<file path="config.mk">
export PLATFORM = sky130hd
export DESIGN_NAME = u8250_ram
export DESIGN_NICKNAME = d
export VERILOG_FILES = /design/src/hdl/u8250_ram.sv
export SDC_FILE = /design/constraint.sdc
export NUM_CORES = 1
export LEC_CHECK = 0
export ABC_AREA = 1
export BUFFER_PORTS_ARGS = -buffer_cell sky130_fd_sc_hd__clkbuf_2
export CAP_MARGIN = 20
export CORE_MARGIN = 3
export CORE_UTILIZATION = 60
export DETAILED_ROUTE_END_ITERATION = 8
export PLACE_DENSITY = 0.78
export SYNTH_ARGS = -nofsm -noshare
export SYNTH_HDL_FRONTEND = slang
export SYNTH_SLANG_ARGS = --single-unit
</file>
<file path="constraint.sdc">
create_clock -name i_clk -period 2.5 [get_ports i_clk]
set_input_delay 0.5 -clock i_clk [delete_from_list [all_inputs] [get_ports i_clk]]
set_output_delay 0.5 -clock i_clk [all_outputs]
set_load 0.05 [all_outputs]
</file>
<file path="src/hdl/u8250_ram.sv">
// Generic single-write, single-read RAM with registered read data.
module u8250_ram #(
    parameter int WIDTH = 8,
    parameter int DEPTH = 16,
    localparam int AW   = (DEPTH > 1) ? $clog2(DEPTH) : 1
) (
    input  logic             i_clk,
    input  logic             i_we,
    input  logic [AW-1:0]    i_waddr,
    input  logic [WIDTH-1:0] i_wdata,
    input  logic             i_re,
    input  logic [AW-1:0]    i_raddr,
    output logic [WIDTH-1:0] o_rdata
);
    logic [WIDTH-1:0] r_mem [DEPTH];
    logic [WIDTH-1:0] r_rdata;

    always_ff @(posedge i_clk) begin
        if (i_we) begin
            r_mem[i_waddr] <= i_wdata;
        end
        if (i_re) begin
            r_rdata <= r_mem[i_raddr];
        end
    end

    assign o_rdata = r_rdata;
endmodule
</file>
==> impl_metrics.yaml, run 1 <==
route:
  top_layer_used: "met4"
  dr_wl_met3_mm: 1.37
  viasPerCell: 5.63
  final_antenna_net_count: 0
  drt_wl_total_mm: 13.1
  wl_met1_mm: 5.14
  remaining_drc_errors: 0
  wl_met2_mm: 6.15
  detail_route.wl_per_cell_um: 18.2
  dr_total_vias: 4056
  drtIter0Drc: 543
  dr.pass1.iters: 5
hold_path:
  hp-class: "primary input to register"
critical_path:
  slowest_stage: "edfxtp_1"
  critical_path_class: "register to primary output"
  cp_max_fo: 1
  crit_family: "flip-flops"
  critPathLaunchType: "register"
  crit_chain: "clkbuf_2"
  path_buf_inv: 1
  cpPeakStageDelay_ns: 0.42
  critical_path_arrival_ns: 1.21
  critPathRequiredTime_ns: 2.00
  worst_setup_path_end_kind: "primary output"
yosys:
  synth_top_family_by_area: "simple AND/OR/NAND/NOR gates"
  yosysWarnings: 0
  synth_xor_xnor_area_share: 0
  synth_fa_ha_area_frac: 0
  synth_fp_nets: 570
  synthSimpleGateAreaFrac: 0.208
  synth_top_area_cell: "edfxtp_1"
  ys_ff_latch: 136
  synth_mux_area_frac: 0
  yosysSeqAreaShare: 0.698
  synth_cell_types: 11
  syn_inst: 551
  synthTopCellsByArea: "edfxtp_1 70%, nand2_1 11%, nand3_1 8.3%"
  avgSynthCellArea_um2: 10.6
  yosysTopAreaCellShare: 0.698
  synth_compound_area_frac: 0
  synth_area_um2: 5850
place:
  portBuffers: 26
  gp_congestion: 0.900
  dp_hpwl_mm: 7.81
  place_area_um2: 6020
global_routing:
  grt_pass1_wl_mm: 20.7
  grtUsageTotal: 0.250
  antenna_found_initial: 0
  overflow: 0
  grt_pass1_vias: 3965
  grt_max_degree: 33
final_layout:
  fin_area_um2: 6680
  syn2layout_area_growth_pct: 14.2
  final_common_cell: "nand2_1"
  nets: 597
  diodes: 0
  layout_common_cells: "173 x nand2_1, 136 x edfxtp_1, 100 x inv_1, 97 x nand3_1, 26 x clkbuf_2"
  multi_input_area_um2: 1210
  final-seq-area_um2: 4080
  final_layout_size_suffix_gt1_frac: 0.112
  fillers: 651
clocking:
  postCtsHoldBufs: 0
  cts_sinks: 136
  cts.clk_slew.worst_paths_ns: 0.06
  clock_path_buffers: 2
  cts_buffers: 17
  root_buffer: "clkbuf_8"
  postCtsSetupBuffers: 0
  clk_latency_ns: 0.52
  cts_tree: "built"
  post_cts_resized: 0
  htree_levels: 4
floorplanning:
  core-area_um2: 9370
  die-area_um2: 11000
  die_h_um: 105
  boundaryPins: 27
  start_util: 0.624
  placementRows: 35
  dieWidth_um: 105
run_status:
  outcome: "completed"
pwr:
  power_density_nw_per_um2: 854
  peakVddDrop_mv: 0.501
  power.leakage_uw: 0.00289
sta:
  slew_headroom: 0.464
  fmax_mhz: 586
  hold_violations: 0
  skew_ns: 0.00691
  tightest_slew_ns: 0.801
  finalCritPeriodShare: 0.682
  period_minus_slack_ns: 1.71
  setup_viol: 0
  fin_setup_tns_ns: 0
  slew_violations: 0
  rsz0062_at_grt: "no"
  hold-worst-slack_ns: 0.348
run:
  maxCapViolations: 0
synth_stat cells:
master / n
buf_2: 13
nand2_1: 173
inv_2: 2
buf_4: 4
buf_1: 1
edfxtp_1: 136
inv_1: 100
nor2_1: 17
nand3b_1: 2
nand3_1: 97
buf_6: 6
per-stage QoR:
step | utilization | instances | setup WS [ns] | total power [uW]
after floorplan | - | 551 | 1.05 | 2850
after global placement | 0.642 | 688 | 0.603 | 2950
after detailed placement | 0.642 | 688 | 0.578 | 2960
after CTS | 0.713 | 720 | 0.789 | 5710
after global routing | 0.713 | 720 | 0.776 | 5850
final | 0.713 | 720 | 0.795 | 5700
cell families after synthesis:
kind of cell,after synthesis
simple gates,289
flops,136
buf+inv,126
flip-flops by register name, summed over array words and instances (netlist names):
| register | cells |
|---|---|
| r_mem | 128 |
| o_rdata | 8 |
worst paths after layout:
kind,end,cells after the start,slack (ns),startpoint
hold reg to reg,o_rdata[1],6,0.76,r_mem[12][1]
setup / recovery,o_rdata[6],1,0.79,o_rdata[6]
setup reg to reg,o_rdata[7],6,1.19,r_mem[3][7]
hold / removal,o_rdata[0],1,0.35,i_re
routing by layer:
metal	track usage	vias up
met1	0.338	1899
met4	0.103	0
met3	0.0593	48
met2	0.395	274
met5	0	-
li1	-	1835
final cells by class:
cell class | instances | area share
inverter | 102 | 0.0573
sequential | 136 | 0.612
timing repair buffer | 32 | 0.0262
clock buffer | 17 | 0.0620
multi-input combinational | 289 | 0.182
clock inverter | 15 | 0.0369
tap | 129 | 0.0242
power breakdown:
| part | internal, uW | switching (uW) |
|---|---|---|
| Combinational | 81.6 | 259 |
| Clock | 1830 | 952 |
| Sequential | 2570 | 14.9 |
| Total | 4480 | 1230 |
Note: power is estimated with default switching activity, not from simulation.
==> run 2, diff against run 1 <==
==> constraint.sdc (replaced) <==
create_clock -name i_clk -period 1.57 [get_ports i_clk]
set_input_delay 0.314 -clock i_clk [delete_from_list [all_inputs] [get_ports i_clk]]
set_output_delay 0.314 -clock i_clk [all_outputs]
set_load 0.05 [all_outputs]
==> impl_metrics.yaml, run 2 (synthesis gave the netlist of run 1 again) <==
run_status:
  outcome: "completed"
pwr:
  peakVddDrop_mv: 0.806
  power_density_nw_per_um2: 1300
  comb_power_share: 0.063
  p_sw_uw: 1990
  switching_share: 0.225
  p_int_uw: 6850
  finalPower_uw: 8850
  power.leakage_uw: 0.00297
  seqPwrFrac: 0.465
  clkPwrFrac: 0.472
final_layout:
  largest_register_ffs: 128
  syn2layout_area_growth_pct: 16.4
  diodes: 0
  layout_common_cells: "173 x nand2_1, 136 x edfxtp_1, 100 x inv_1, 97 x nand3_1, 26 x clkbuf_2"
  final_layout_size_suffix_gt1_frac: 0.138
  final_common_cell: "nand2_1"
  nets: 615
  final_util: 0.726
  top_register: "r_mem"
sta:
  period_minus_slack_ns: 1.49
  rsz0062_at_grt: "no"
  slew_violations: 0
  tightest_slew_ns: 0.638
  skew_ns: 0.00683
  slew_headroom: 0.574
  setup_ws_ns: 0.0844
  hold-worst-slack_ns: 0.178
  fmax_mhz: 673
  finalCritPeriodShare: 0.946
  hold_violations: 0
  setup_viol: 0
critical_path:
  crit_family: "flip-flops"
  cpPeakStageDelay_ns: 0.39
  critical_path_class: "register to primary output"
  crit_chain: "clkbuf_2"
  worst_setup_path_end_kind: "primary output"
  slowest_stage: "edfxtp_1"
  critPathRequiredTime_ns: 1.26
  critical_path_arrival_ns: 1.17
  path_buf_inv: 1
  critPathLaunchType: "register"
  cp_max_fo: 1
route:
  wl_met2_mm: 6.32
  dr_wl_met3_mm: 1.21
  final_antenna_net_count: 0
  dr_total_vias: 4003
  dr.pass1.iters: 5
  remaining_drc_errors: 0
  wl_met1_mm: 4.99
  drtIter0Drc: 523
  drt_wl_total_mm: 12.9
  viasPerCell: 5.42
  detail_route.wl_per_cell_um: 17.5
  top_layer_used: "met4"
clocking:
  htree_levels: 4
  root_buffer: "clkbuf_8"
  clk_latency_ns: 0.52
  cts_sinks: 136
  post_cts_resized: 0
  postCtsHoldBufs: 0
  clock_path_buffers: 2
  cts_buffers: 17
  cts_tree: "built"
  postCtsSetupBuffers: 0
  cts.clk_slew.worst_paths_ns: 0.06
global_routing:
  grt_pass1_vias: 3901
  grt_pass1_wl_mm: 20.1
  overflow: 0
  grt_max_degree: 65
  antenna_found_initial: 0
  grtUsageTotal: 0.248
floorplanning:
  dieWidth_um: 105
  boundaryPins: 27
  start_util: 0.624
  placementRows: 35
  die-area_um2: 11000
  die_h_um: 105
  core-area_um2: 9370
run:
  maxCapViolations: 0
hold_path:
  hp-class: "primary input to register"
place:
  pre_cts_slack_ns: -0.00985
  portBuffers: 26
  gp_congestion: 0.884
  dp_hpwl_mm: 7.61
-- run 2: cell types whose count changed in the layout (fill, tap and decap cells not counted), sizes merged --
cell	before	now
buf	6	24
clkinvlp	1	3
bufinv	6	4
inv	105	107
clkinv	5	3
-- run 2: cell type report --
type | instances | area (um2)
multi-input combinational | 289 | 1210
fill | 649 | 2560
timing repair buffer | 50 | 335
tap | 129 | 161
inverter | 102 | 383
clock inverter | 15 | 215
sequential | 136 | 4080
clock buffer | 17 | 414
-- run 2: through the flow --
stage	instances	setup TNS (ns)	cell area, um2
final	738	0	6810
after global routing	738	0	6810
after global placement	706	-0.0216	6180
after floorplan	551	0	5850
after detailed placement	706	-0.0123	6180
after CTS	738	0	6810
-- run 2: final timing paths --
| check | from | end | slack, ns | cells past startpoint |
|---|---|---|---|---|
| setup reg to reg | r_mem[1][2] | o_rdata[2] | 0.37 | 6 |
| hold reg to reg | r_mem[10][3] | o_rdata[3] | 0.76 | 6 |
| hold / removal | i_re | o_rdata[1] | 0.18 | 1 |
| setup / recovery | o_rdata[5] | o_rdata[5] | 0.08 | 1 |
-- run 2: per-layer routing --
layer / global-route usage / vias to the layer above
li1: - / 1875
met1: 0.318 / 1867
met5: 0 / -
met4: 0.133 / 0
met2: 0.391 / 228
met3: 0.0624 / 33
-- run 2: power groups by stage --
stage	registers, uW	clock network [uW]	logic, uW
after floorplan	4250	0	287
after global placement	4180	0	534
after detailed placement	4190	0	548
after CTS	4110	4200	557
after global routing	4120	4360	613
final	4110	4170	561
==> run 3, diff against run 2 <==
--- a/config.mk
+++ b/config.mk
@@ -11,7 +11,7 @@
 export CORE_MARGIN = 3
 export CORE_UTILIZATION = 60
 export DETAILED_ROUTE_END_ITERATION = 8
-export PLACE_DENSITY = 0.78
+export PLACE_DENSITY = 0.76
 export SYNTH_ARGS = -nofsm -noshare
 export SYNTH_HDL_FRONTEND = slang
 export SYNTH_SLANG_ARGS = --single-unit
==> impl_metrics.yaml, run 3 (synthesis gave the netlist of run 1 again) <==
place:
  portBuffers: 26
  place_area_um2: 6190
  dp.cells: 706
  gp_congestion: 0.845
  dp_hpwl_mm: 7.91
global_routing:
  antenna_found_initial: 0
  grt_pass1_wl_mm: 21.1
  grtUsageTotal: 0.256
  grt_max_degree: 65
  grt_pass1_vias: 3963
  overflow: 0
pwr:
  power_density_nw_per_um2: 1280
  p_sw_uw: 1880
  comb_power_share: 0.066
  power.leakage_uw: 0.00296
  p_int_uw: 6800
  switching_share: 0.217
  finalPower_uw: 8680
  peakVddDrop_mv: 1.07
  clkPwrFrac: 0.460
  seqPwrFrac: 0.474
hold_path:
  hold_end: "o_rdata[2]"
  hp-class: "primary input to register"
  worstHoldPathCells: 1
  min_from: "i_re"
clocking:
  clock_path_buffers: 2
  clk_latency_ns: 0.51
  cts_sinks: 136
  post_cts_resized: 0
  root_buffer: "clkbuf_8"
  htree_levels: 4
  postCtsHoldBufs: 0
  cts_tree: "built"
  cts.clk_slew.worst_paths_ns: 0.06
  cts_buffers: 17
  postCtsSetupBuffers: 0
run:
  maxCapViolations: 0
final_layout:
  final_util: 0.724
  nets: 615
  largest_register_ffs: 128
  layout_common_cells: "173 x nand2_1, 136 x edfxtp_1, 100 x inv_1, 97 x nand3_1, 26 x clkbuf_2"
  final_layout_size_suffix_gt1_frac: 0.130
  fin_cells: 738
  final_common_cell: "nand2_1"
  top_register: "r_mem"
  syn2layout_area_growth_pct: 16.1
  diodes: 0
  fin_area_um2: 6790
critical_path:
  reg2reg_to: "o_rdata[1]"
  reg2regPathDepth: 6
  reg2reg_from: "r_mem[9][1]"
  slowest_stage: "edfxtp_1"
  crit_family: "flip-flops"
  cp_max_fo: 1
  critPathLaunchType: "register"
  crit_chain: "clkbuf_2"
  r2r_setup_slack_ns: 0.37
  worst_setup_path_end_kind: "primary output"
  critical_path_arrival_ns: 1.21
  critical_path_class: "register to primary output"
  cpPeakStageDelay_ns: 0.43
  critPathRequiredTime_ns: 1.26
  path_buf_inv: 1
sta:
  setup_viol: 0
  hold-worst-slack_ns: 0.218
  slew_headroom: 0.551
  finalCritPeriodShare: 0.971
  skew_ns: 0.00546
  period_minus_slack_ns: 1.52
  slew_violations: 0
  rsz0062_at_grt: "no"
  fmax_mhz: 656
  tightest_slew_ns: 0.673
  hold_violations: 0
floorplanning:
  die_h_um: 105
  start_util: 0.624
  placementRows: 35
  core-area_um2: 9370
  boundaryPins: 27
  dieWidth_um: 105
  die-area_um2: 11000
run_status:
  outcome: "completed"
route:
  final_antenna_net_count: 0
  dr_total_vias: 4030
  dr.pass1.iters: 7
  viasPerCell: 5.46
  drt_wl_total_mm: 13.4
  remaining_drc_errors: 0
  drtIter0Drc: 366
  detail_route.wl_per_cell_um: 18.2
==> run 3: changes by cell type in the layout (fill, tap and decap cells not counted) <==
cell | before | now
inv_6 | 4 | 1
buf_12 | 2 | 3
clkinv_2 | 0 | 1
clkinv_1 | 0 | 4
inv_8 | 1 | 0
buf_4 | 22 | 21
clkbuf_1 | 0 | 1
clkinv_4 | 3 | 1
==> run 3: power by group through the flow <==
| stage | clock [uW] | sequential (uW) | combinational [uW] |
|---|---|---|---|
| 2_1_floorplan | 0 | 4250 | 287 |
| 3_3_place_gp | 0 | 4190 | 544 |
| 3_5_place_dp | 0 | 4190 | 558 |
| 4_1_cts | 4020 | 4120 | 569 |
| 5_1_grt | 4200 | 4120 | 622 |
| 6_report | 3990 | 4120 | 572 |
==> run 3: final cells by class <==
type	instances	area [um2]
clock buffer	18	418
tap	129	161
multi-input combinational	289	1210
clock inverter	14	180
fill	663	2580
timing repair buffer	50	348
inverter	102	383
sequential	136	4080
==> run 3: per-stage QoR <==
step | setup WS (ns) | TNS [ns]
after floorplan | 0.305 | 0
after global placement | 0.0421 | 0
after detailed placement | -0.00951 | -0.00951
after CTS | 0.0217 | 0
after global routing | 0.0162 | 0
final | 0.0463 | 0
==> run 3: worst max path at each step <==
stage	start	to	slack, ns	cells after the start
floorplan	i_waddr[2]	r_mem[10][0]	0.31	2
global placement	i_raddr[0]	o_rdata[1]	0.04	8
detailed placement	i_raddr[1]	o_rdata[7]	-0.01	6
CTS	o_rdata[0]	o_rdata[0]	0.02	1
global route	o_rdata[0]	o_rdata[0]	0.02	1
finish	o_rdata[0]	o_rdata[0]	0.05	1
==> run 3: routing by layer <==
metal | GRT usage | up-vias | routed length [um]
met5 | 0 | - | 0
met4 | 0.120 | 0 | 388
met3 | 0.0445 | 34 | 1040
met2 | 0.401 | 211 | 6470
met1 | 0.351 | 1914 | 5520
li1 | - | 1871 | -
